[config.mk]
export PLATFORM = sky130hd
export DESIGN_NAME = lru_resident_set_loader
export DESIGN_NICKNAME = d
export VERILOG_FILES = /design/src/sv/lrsl_pkg.sv /design/src/sv/lrsl_ram.sv /design/src/sv/lrsl_dp.sv /design/src/sv/lrsl_ctrl.sv /design/src/sv/lru_resident_set_loader.sv
export SDC_FILE = /design/constraint.sdc
export NUM_CORES = 1
export LEC_CHECK = 0
export ABC_AREA = 1
export BUFFER_PORTS_ARGS = -buffer_cell sky130_fd_sc_hd__buf_4
export CAP_MARGIN = 20
export CORE_MARGIN = 10
export CORE_UTILIZATION = 50
export DETAILED_ROUTE_END_ITERATION = 10
export GPL_ROUTABILITY_DRIVEN = 0
export PLACE_DENSITY = 0.63
export SLEW_MARGIN = 10
export SYNTH_ARGS = -nofsm -noshare
export SYNTH_HDL_FRONTEND = slang
export SYNTH_SLANG_ARGS = --single-unit
[constraint.sdc]
create_clock -name clk_i -period 4.5 [get_ports clk_i]
set_input_delay 0.45 -clock clk_i [delete_from_list [all_inputs] [get_ports clk_i]]
set_output_delay 0.45 -clock clk_i [all_outputs]
set_load 0.02 [all_outputs]
[src/sv/lrsl_pkg.sv]
// Types and constants shared by the resident set loader modules.
package lrsl_pkg;

  localparam int unsigned STAMP_W = 32;
  localparam int unsigned CAP_W   = 5;
  localparam logic [CAP_W-1:0] CAP_RESET = 5'd4;

  localparam logic KIND_EVICT = 1'b0;
  localparam logic KIND_FINAL = 1'b1;

  localparam logic [2:0] STATUS_RESIDENT  = 3'd0;
  localparam logic [2:0] STATUS_LOADED    = 3'd1;
  localparam logic [2:0] STATUS_OVER      = 3'd2;
  localparam logic [2:0] STATUS_NO_VICTIM = 3'd3;
  localparam logic [2:0] STATUS_FAILED    = 3'd4;

  typedef enum logic [2:0] {
    ST_IDLE,
    ST_CHECK,
    ST_LOOP,
    ST_SCAN,
    ST_DRAIN,
    ST_EVICT
  } lrsl_state_e;

  // Commands from the controller to the datapath.
  typedef struct packed {
    logic       take_in;
    logic       scan_clr;
    logic       scan_issue;
    logic       evict;
    logic       load;
    logic       emit;
    logic       emit_kind;
    logic [2:0] emit_status;
  } lrsl_cmd_t;

  // Status from the datapath to the controller.
  typedef struct packed {
    logic hit;
    logic need_evict;
    logic over;
    logic empty;
    logic fetch_ok;
    logic scan_last;
    logic out_free;
  } lrsl_stat_t;

endpackage

[src/sv/lrsl_ram.sv]
// Generic single-write, single-read RAM with registered read data.
module lrsl_ram #(
  parameter int unsigned WIDTH = 32,
  parameter int unsigned DEPTH = 16
) (
  input  logic                     clk_i,
  input  logic                     we_i,
  input  logic [$clog2(DEPTH)-1:0] waddr_i,
  input  logic [WIDTH-1:0]         wdata_i,
  input  logic                     re_i,
  input  logic [$clog2(DEPTH)-1:0] raddr_i,
  output logic [WIDTH-1:0]         rdata_o
);

  logic [WIDTH-1:0] mem_q [DEPTH];
  logic [WIDTH-1:0] rdata_q;

  always_ff @(posedge clk_i) begin
    if (we_i) begin
      mem_q[waddr_i] <= wdata_i;
    end
    if (re_i) begin
      rdata_q <= mem_q[raddr_i];
    end
  end

  assign rdata_o = rdata_q;

endmodule

[src/sv/lrsl_dp.sv]
// Datapath: resident bits, stamp memory, access counter, oldest-entry scan and result register.
module lrsl_dp
  import lrsl_pkg::*;
#(
  parameter int unsigned NUM_ENTRIES = 16
) (
  input  logic             clk_i,
  input  logic             rst_ni,
  input  logic             cfg_we_i,
  input  logic [CAP_W-1:0] cfg_wdata_i,
  input  logic [3:0]       entry_index_i,
  input  logic             fetch_ok_i,
  input  lrsl_cmd_t        cmd_i,
  output lrsl_stat_t       stat_o,
  output logic             out_valid_o,
  input  logic             out_stall_i,
  output logic             kind_o,
  output logic [3:0]       victim_index_o,
  output logic [2:0]       status_o,
  output logic             last_o
);

  localparam int unsigned IW        = $clog2(NUM_ENTRIES);
  localparam int unsigned CNTW      = $clog2(NUM_ENTRIES + 1);
  localparam int unsigned CMPW      = (CNTW > 6) ? CNTW : 6;
  localparam int unsigned MW        = (IW + 1 > 4) ? IW + 1 : 4;
  localparam int unsigned MOD_STEPS = 15 / NUM_ENTRIES;

  logic [CAP_W-1:0]   cap_q;
  logic [NUM_ENTRIES-1:0] res_q, res_d;
  logic [CNTW-1:0]    count_q, count_d;
  logic [STAMP_W-1:0] counter_q;
  logic [IW-1:0]      idx_q;
  logic               ok_q;
  logic [IW-1:0]      ptr_q;
  logic               rd_vld_q;
  logic [IW-1:0]      rd_idx_q;
  logic               found_q;
  logic [IW-1:0]      best_q;
  logic [STAMP_W-1:0] best_stamp_q;
  logic [STAMP_W-1:0] rdata;
  logic               better;
  logic [MW-1:0]      mod_v;
  logic               out_valid_q;
  logic               kind_q;
  logic [3:0]         victim_q;
  logic [2:0]         status_q;
  logic [CMPW-1:0]    cnt_ext, cap_ext;

  // Requested index reduced into the entry range by repeated subtraction.
  always_comb begin
    mod_v = MW'(entry_index_i);
    for (int k = 0; k < MOD_STEPS; k++) begin
      if (mod_v >= MW'(NUM_ENTRIES)) begin
        mod_v = mod_v - MW'(NUM_ENTRIES);
      end
    end
  end

  lrsl_ram #(
    .WIDTH (STAMP_W),
    .DEPTH (NUM_ENTRIES)
  ) u_stamp_ram (
    .clk_i   (clk_i),
    .we_i    (cmd_i.take_in),
    .waddr_i (mod_v[IW-1:0]),
    .wdata_i (counter_q),
    .re_i    (cmd_i.scan_issue),
    .raddr_i (ptr_q),
    .rdata_o (rdata)
  );

  always_ff @(posedge clk_i or negedge rst_ni) begin
    if (!rst_ni) begin
      cap_q <= CAP_RESET;
    end else if (cfg_we_i) begin
      cap_q <= cfg_wdata_i;
    end
  end

  always_comb begin
    res_d   = res_q;
    count_d = count_q;
    if (cmd_i.evict) begin
      res_d[best_q] = 1'b0;
      count_d       = count_q - CNTW'(1);
    end else if (cmd_i.load) begin
      res_d[idx_q] = 1'b1;
      count_d      = count_q + CNTW'(1);
    end
  end

  always_ff @(posedge clk_i or negedge rst_ni) begin
    if (!rst_ni) begin
      res_q       <= '0;
      count_q     <= '0;
      counter_q   <= '0;
      rd_vld_q    <= 1'b0;
      found_q     <= 1'b0;
      out_valid_q <= 1'b0;
    end else begin
      res_q    <= res_d;
      count_q  <= count_d;
      rd_vld_q <= cmd_i.scan_issue;
      if (cmd_i.take_in && (counter_q != '1)) begin
        counter_q <= counter_q + STAMP_W'(1);
      end
      if (cmd_i.scan_clr) begin
        found_q <= 1'b0;
      end else if (better) begin
        found_q <= 1'b1;
      end
      if (cmd_i.emit) begin
        out_valid_q <= 1'b1;
      end else if (!out_stall_i) begin
        out_valid_q <= 1'b0;
      end
    end
  end

  // Strict less-than keeps the lowest index on equal stamps.
  assign better = rd_vld_q && res_q[rd_idx_q] && (!found_q || (rdata < best_stamp_q));

  always_ff @(posedge clk_i) begin
    if (cmd_i.take_in) begin
      idx_q <= mod_v[IW-1:0];
      ok_q  <= fetch_ok_i;
    end
    if (cmd_i.scan_clr) begin
      ptr_q <= '0;
    end else if (cmd_i.scan_issue) begin
      ptr_q <= ptr_q + IW'(1);
    end
    rd_idx_q <= ptr_q;
    if (better) begin
      best_q       <= rd_idx_q;
      best_stamp_q <= rdata;
    end
    if (cmd_i.emit) begin
      kind_q   <= cmd_i.emit_kind;
      victim_q <= (cmd_i.emit_kind == KIND_EVICT) ? 4'(best_q) : 4'd0;
      status_q <= (cmd_i.emit_kind == KIND_EVICT) ? STATUS_RESIDENT : cmd_i.emit_status;
    end
  end

  assign cnt_ext = CMPW'(count_q);
  assign cap_ext = CMPW'(cap_q);

  assign stat_o.hit        = res_q[idx_q];
  assign stat_o.need_evict = cnt_ext >= cap_ext;
  assign stat_o.over       = cnt_ext >= (cap_ext + CMPW'(2));
  assign stat_o.empty      = (count_q == '0);
  assign stat_o.fetch_ok   = ok_q;
  assign stat_o.scan_last  = (ptr_q == IW'(NUM_ENTRIES - 1));
  assign stat_o.out_free   = !out_valid_q || !out_stall_i;

  assign out_valid_o    = out_valid_q;
  assign kind_o         = kind_q;
  assign victim_index_o = victim_q;
  assign status_o       = status_q;
  assign last_o         = kind_q;

endmodule

[src/sv/lrsl_ctrl.sv]
// Controller state machine sequencing lookup, eviction scans and result words.
module lrsl_ctrl
  import lrsl_pkg::*;
(
  input  logic       clk_i,
  input  logic       rst_ni,
  input  logic       in_valid_i,
  output logic       in_stall_o,
  input  lrsl_stat_t stat_i,
  output lrsl_cmd_t  cmd_o
);

  lrsl_state_e state_q, state_d;

  always_ff @(posedge clk_i or negedge rst_ni) begin
    if (!rst_ni) begin
      state_q <= ST_IDLE;
    end else begin
      state_q <= state_d;
    end
  end

  always_comb begin
    state_d = state_q;
    case (state_q)
      ST_IDLE: begin
        if (in_valid_i) begin
          state_d = ST_CHECK;
        end
      end
      ST_CHECK: begin
        if (!stat_i.hit) begin
          state_d = ST_LOOP;
        end else if (stat_i.out_free) begin
          state_d = ST_IDLE;
        end
      end
      ST_LOOP: begin
        if (stat_i.need_evict && !stat_i.over && !stat_i.empty) begin
          state_d = ST_SCAN;
        end else if (stat_i.out_free) begin
          state_d = ST_IDLE;
        end
      end
      ST_SCAN: begin
        if (stat_i.scan_last) begin
          state_d = ST_DRAIN;
        end
      end
      ST_DRAIN: begin
        state_d = ST_EVICT;
      end
      ST_EVICT: begin
        if (stat_i.out_free) begin
          state_d = ST_LOOP;
        end
      end
      default: begin
        state_d = ST_IDLE;
      end
    endcase
  end

  always_comb begin
    cmd_o      = '0;
    in_stall_o = 1'b1;
    case (state_q)
      ST_IDLE: begin
        in_stall_o    = 1'b0;
        cmd_o.take_in = in_valid_i;
      end
      ST_CHECK: begin
        if (stat_i.hit && stat_i.out_free) begin
          cmd_o.emit        = 1'b1;
          cmd_o.emit_kind   = KIND_FINAL;
          cmd_o.emit_status = STATUS_RESIDENT;
        end
      end
      ST_LOOP: begin
        if (stat_i.need_evict && !stat_i.over && !stat_i.empty) begin
          cmd_o.scan_clr = 1'b1;
        end else if (stat_i.out_free) begin
          cmd_o.emit      = 1'b1;
          cmd_o.emit_kind = KIND_FINAL;
          if (!stat_i.need_evict) begin
            cmd_o.load        = stat_i.fetch_ok;
            cmd_o.emit_status = stat_i.fetch_ok ? STATUS_LOADED : STATUS_FAILED;
          end else if (stat_i.over) begin
            cmd_o.emit_status = STATUS_OVER;
          end else begin
            cmd_o.emit_status = STATUS_NO_VICTIM;
          end
        end
      end
      ST_SCAN: begin
        cmd_o.scan_issue = 1'b1;
      end
      ST_DRAIN: begin
        cmd_o = '0;
      end
      ST_EVICT: begin
        if (stat_i.out_free) begin
          cmd_o.evict     = 1'b1;
          cmd_o.emit      = 1'b1;
          cmd_o.emit_kind = KIND_EVICT;
        end
      end
      default: begin
        cmd_o = '0;
      end
    endcase
  end

endmodule

[src/sv/lru_resident_set_loader.sv]
// An already resident entry gives its word from the check state; others go on to the loop state first.
// Each eviction adds a scan: one stamp memory read per entry for the oldest search, then drain and evict.
// One request is handled at a time: a new one is taken only after the last gave its final word; output stalls add.
// Reset (asynchronous, active low) empties the resident set, zeroes the access counter,
// sets capacity to 4 and takes effect at once; stamps need no clearing.
module lru_resident_set_loader
  import lrsl_pkg::*;
#(
  parameter int unsigned NUM_ENTRIES = 16
) (
  input  logic             clk_i,
  input  logic             rst_ni,
  input  logic             cfg_we_i,
  input  logic [CAP_W-1:0] cfg_wdata_i,
  input  logic             in_valid_i,
  output logic             in_stall_o,
  input  logic [3:0]       entry_index_i,
  input  logic             fetch_ok_i,
  output logic             out_valid_o,
  input  logic             out_stall_i,
  output logic             kind_o,
  output logic [3:0]       victim_index_o,
  output logic [2:0]       status_o,
  output logic             last_o
);

  lrsl_cmd_t  cmd;
  lrsl_stat_t stat;

  lrsl_ctrl u_ctrl (
    .clk_i      (clk_i),
    .rst_ni     (rst_ni),
    .in_valid_i (in_valid_i),
    .in_stall_o (in_stall_o),
    .stat_i     (stat),
    .cmd_o      (cmd)
  );

  lrsl_dp #(
    .NUM_ENTRIES (NUM_ENTRIES)
  ) u_dp (
    .clk_i          (clk_i),
    .rst_ni         (rst_ni),
    .cfg_we_i       (cfg_we_i),
    .cfg_wdata_i    (cfg_wdata_i),
    .entry_index_i  (entry_index_i),
    .fetch_ok_i     (fetch_ok_i),
    .cmd_i          (cmd),
    .stat_o         (stat),
    .out_valid_o    (out_valid_o),
    .out_stall_i    (out_stall_i),
    .kind_o         (kind_o),
    .victim_index_o (victim_index_o),
    .status_o       (status_o),
    .last_o         (last_o)
  );

endmodule

# [Word level (Yosys, flattened, before mapping)]
# Memories as Yosys holds them, arrays and structs flattened. A register that Yosys moved wholly into a read port is not among the register bits.
# Index checks and enable logic that the tools add are counted.
[word_totals] regBits=121 ramBits=512 inputBits=15 output_inout_bits=11 elab_cells=108 memories=1
[op_classes] add_sub_neg=5 n_lt_le_gt_ge=8 n_eq_ne=11 n_mux=43 n_bitwise=3 n_reduce_logical=20
[memory_table] name="u_dp.u_stamp_ram.mem_q" depth=16 width=32 rd=1 rd_clocked_by_memory_dff=1 write_ports=1 line="lrsl_ram.sv:15" source="logic [WIDTH-1:0] mem_q [DEPTH];"
[op_table] cell="$add A32 B1 Y32 const B" n=1
[op_table] cell="$lt A32 B32 Y1" n=1
[op_table] cell="$mux W16" n=2
[op_table] cell="$ne A32 B32 Y1 const B" n=1
[op_table] cell="$mux W3" n=8
[op_table] cell="$mux W1" n=20
[op_table] cell="$pmux W3 S6" n=1
[op_table] cell="$and A16 B16 Y16" n=1
[op_table] cell="$not A16 Y16" n=1
[op_table] cell="$or A16 B16 Y16" n=1
[op_table] cell="$lt A4 B5 Y1 const B" n=3
[op_table] cell="$mux W5" n=3
[op_table] cell="$mux W6" n=2
[op_table] cell="$bmux W1 S4" n=2
[op_table] cell="$demux W1 S4" n=2
[op_table] cell="$ge A4 B1 Y1 const B" n=2
[op_table] cell="$logic_and A1 B1 Y1" n=8
[op_table] cell="$add A5 B2 Y6 const B" n=1
[op_table] cell="$eq A3 B2 Y1 const B" n=2
[op_table] cell="$eq A3 B3 Y1 const B" n=2
[op_table] cell="$ge A5 B6 Y1" n=1
[op_table] cell="$pmux W2 S3" n=1
[op_table] cell="$pmux W3 S2" n=1
[op_table] cell="$add A5 B1 Y5 const B" n=1
[op_table] cell="other kinds (14)" n=22

# [Logic depth before layout (Yosys ltp)]
[depth] ltp_word=9 mapped_depth=14 mapped_depth_nobuf=14

# [Modules after synthesis]
# Synthesis repeated with hierarchy kept, for this count alone.
[unflattened] cells_unflattened=2897 area_unflattened_um2=29756.0
[modules_own_cells] mod="lrsl_ram" instances=1 cells_per_inst=2120 area_per_inst_um2=23050.9 seq_area_each_um2=16335.7
[modules_own_cells] mod="lrsl_dp" instances=1 cells_per_inst=717 area_per_inst_um2=6352.3 seq_area_each_um2=3159.3
[modules_own_cells] mod="lrsl_ctrl" instances=1 cells_per_inst=60 area_per_inst_um2=352.8 seq_area_each_um2=75.1

# [Worst setup path after synthesis]
# No wires, ideal clock.
[synth_timing] path_kind="register to register" startpoint="register u_dp.u_stamp_ram.rdata_q[5] (netlist: u_dp.u_stamp_ram.rdata_o[5]), read port of u_dp.u_stamp_ram.mem_q" endpoint="register u_dp.best_q[0], enable pin" setup_ns=0.441 arrival_time_ns=2.966 t_required_ns=4.059 setup_slack_ns=1.093 path_stages_with_launch=11 path_buffers=0 cell_sequence="edfxtp_1 -> ha_1 -> a21oi_1 -> nor2_1 -> nor3_1 -> nand2_1 -> nand2_1 -> nand2_1 -> nand2_1 -> nand2_1 -> a21oi_1"
[synth_between] elab_chain_len=3
[synth_lines] item="start, declared" line="lrsl_ram.sv:16" source="logic [WIDTH-1:0] rdata_q;"
[synth_lines] item="$lt A32 B32 Y1" line="lrsl_dp.sv:122" source="assign better = rd_vld_q && res_q[rd_idx_q] && (!found_q || (rdata < best_stamp_q));"
[synth_lines] item="$logic_or A1 B1 Y1" line="lrsl_dp.sv:122"
[synth_lines] item="$logic_and A1 B1 Y1" line="lrsl_dp.sv:122"
[synth_lines] item="via u_dp.better" line="lrsl_dp.sv:42" source="logic better;"
[synth_lines] item="end signal, assigned" line="lrsl_dp.sv:136" source="best_q <= rd_idx_q;"
[synth_lines] item="end, declared" line="lrsl_dp.sv:39" source="logic [IW-1:0] best_q;"
# The timed path passes the listed nets, and every way through them passes these cells.
# A chain may end at the register's enable or synchronous reset.

==> impl_metrics.yaml <==
sta:
  slew_headroom_pct: 35.5
  fin_tns_setup_ps: 0
  finalCriticalPeriod_ps: 2950
  rsz0062_at_grt: "no"
  worst_slew_pin_slew_ps: 962
  period_share_pct: 65.5
  setup_viol: 0
  slew_viol_final: 0
  hold_violations: 0
  clock.fmax_mhz: 339
  whs_ps: 30.3
  clock_skew_ps: 28.0
min_path:
  hold_class: "in2reg"
yosys:
  synthArstFlopShare_pct: 9.62
  yosys_warnings: 0
  synth.ff_latch_count: 665
  avgSynthCellArea_um2: 12.7
  ys_seq_area_share_pct: 71.2
  syn-num-nets: 2227
  ys_types: 39
  synth_edf_count: 593
  synthFlopType: "edfxtp_1"
  synth_cells: 2165
  syn_area_um2: 27500
outcome:
  outcome: "finished, final reports clean"
route:
  num_vias: 17404
  first_iter_violations: 1804
  routedWlPerCell_um: 22.6
  dr.pass1.iters: 6
  drcViolationCount: 0
  ant_nets: 0
  vias_per_cell: 5.89
  drt-total-wl_um: 66800
setup_path:
  crit_path_max_fanout: 18
  slowest_stage: "nor2_4"
  path_cells: "nor2_2 > nand2_1 > nor2_4 > nand3_1 > nor2_4 > buf_16"
  path_class: "reg2reg"
  required_ps: 4800
  worstSetupStartpointType: "flop"
  critPathMaxStageDelay_ps: 750
  arrival_ps: 3250
  cpMostUsedCell: "nor2_4"
  crit_path_end_kind: "flop"
cells_and_area:
  n_antenna_cell: 0
  layout.nets: 2265
  syn_to_final_growth_pct: 13.6
  fillers: 4233
  layout-drive-gt1-share_pct: 9.65
  final_cell_mix: "edfxtp_1, nor2_1, nand2_1, o21ai_0, inv_1"
  layout_commonest_cell: "edfxtp_1"
placement:
  dp_hpwl_um: 41700
  port_buffers: 25
cts:
  clkTransAtPathRegs_ps: 60
  cts_buffers: 71
  clkSinkCount: 665
  clockBufferDepth: 3
  clkLatencyLatePin_ps: 610
  cts_max_level: 3
  cts_tree: "yes"
  root_buffer: "clkbuf_16"
grt:
  grt.total_usage_pct: 20.7
  grt_pass1_wl_um: 102000
  grt_max_degree: 91
  grt_pass1_vias: 16755
  antenna_found_initial: 4
  grt-ovfl-total: 0
die:
  dieArea_um2: 64700
  die_y_um: 254
  core_um2: 54100
  core.rowCount: 85
  start_util_pct: 50.8
  die_w_um: 254
  top_level_ports: 26
pwr:
  leakage_nw: 11.2
  p_per_area_nw_per_um2: 575
  ir_drop_mv: 0.264
  power.total_mw: 18.0
job:
  max_cap_viol_count: 0
[state kept, by name (all words and copies together) (netlist names)]
signal and count:
u_ctrl.state_q 3, u_dp.best_q 4, u_dp.best_stamp_q 32, u_dp.cap_q 5
u_dp.count_q 5, u_dp.counter_q 32, u_dp.found_q 1, u_dp.idx_q 4
u_dp.kind_o 1, u_dp.ok_q 1, u_dp.out_valid_o 1, u_dp.ptr_q 4
u_dp.rd_idx_q 4, u_dp.rd_vld_q 1, u_dp.res_q 16, u_dp.status_o 3
u_dp.u_stamp_ram.mem_q 512, u_dp.u_stamp_ram.rdata_o 32, u_dp.victim_index_o 4
[final timing paths]
| kind | cells after the start | from | endpoint | slack (ps) |
|---|---|---|---|---|
| max | 6 | u_ctrl.state_q[0]$_DFFE_PN0P_ | u_dp.u_stamp_ram.mem_q[7][19]$_DFFE_PP_ | 1550 |
| min | 1 | fetch_ok_i | u_dp.ok_q$_DFFE_PP_ | 30 |
| max reg2reg | 6 | u_ctrl.state_q[0]$_DFFE_PN0P_ | u_dp.u_stamp_ram.mem_q[7][19]$_DFFE_PP_ | 1550 |
| min reg2reg | 0 | u_dp.ptr_q[3]$_SDFFE_PP0P_ | u_dp.rd_idx_q[3]$_DFF_P_ | 420 |
| max in group asynchronous | 2 | rst_ni | u_dp.counter_q[1]$_DFFE_PN0P_ | 3340 |
| min in group asynchronous | 2 | rst_ni | u_dp.cap_q[0]$_DFFE_PN0P_ | 530 |
[through the flow]
stage	instances	setup WS [ps]	utilization [%]	cell area [um^2]
2_1_floorplan	2165	1090	-	27500
3_3_place_gp	2808	1560	52.6	28500
3_5_place_dp	2819	1510	53.1	28800
4_1_cts	2949	1490	57.4	31100
5_1_grt	2955	1480	57.7	31200
6_report	2955	1550	57.7	31200
[per-layer routing]
| layer | global-route usage [%] | share of wire (%) |
|---|---|---|
| met3 | 3.84 | 8.0 |
| met4 | 6.02 | 2.3 |
| met2 | 31.8 | 45 |
| met5 | 0 | 0.046 |
| met1 | 29.8 | 44 |
[critical path: cells and delay by family, from the launching register on]
family	cells	cell delay, ps
buf+inv	1	230
simple gates	5	1960
flops	1	420
[cell type report]
class / count / area, um^2 / area share (%)
well taps: 696 / 871 / 2.79
clock buffers: 92 / 1920 / 6.14
clock inverters: 37 / 377 / 1.21
multi-input cells: 1271 / 7120 / 22.8
flip-flops and latches: 665 / 19600 / 62.7
repair buffers: 71 / 901 / 2.88
inverters: 123 / 467 / 1.49
[report_power, final]
| group | switching [mW] | internal, mW |
|---|---|---|
| combinational | 2.92 | 1.30 |
| sequential | 0.558 | 7.40 |
| clock | 2.36 | 3.42 |
[synth_stat cells (14+ instances only)]
| library cell | instances | area (um^2) |
|---|---|---|
| dfrtp_1 | 63 | 1580 |
| a21oi_1 | 28 | 140 |
| nand2_1 | 264 | 991 |
| o221ai_1 | 54 | 473 |
| edfxtp_1 | 593 | 17800 |
| o32ai_1 | 74 | 648 |
| buf_2 | 28 | 140 |
| mux2i_1 | 54 | 541 |
| nor3_1 | 19 | 95.1 |
| inv_1 | 117 | 439 |
| nand3_1 | 90 | 450 |
| nand4_1 | 22 | 138 |
| nor2_1 | 368 | 1380 |
| clkbuf_1 | 59 | 221 |
| o211ai_1 | 14 | 105 |
| ha_1 | 46 | 576 |
| o21ai_0 | 176 | 881 |
| xor2_1 | 30 | 263 |
[cell families after synthesis]
group | share of synthesized area (%)
XOR/XNOR | 1.24
buffers and inverters | 3.42
multiplexers | 2.01
adder cells (fa/ha/maj) | 2.17
AO/OA/AOI/OAI | 8.18
AND/OR/NAND/NOR | 11.8
flip-flops | 71.2
[timing repair]
action | in CTS | in global routing
hold buffers | 1 | 0
hold endpoints to repair | 2 | 0
endpoints found under the setup margin | 0 | 0
buffers inserted | 0 | 0
resized for setup | 0 | 0
Power figures use the tool's default switching activity.
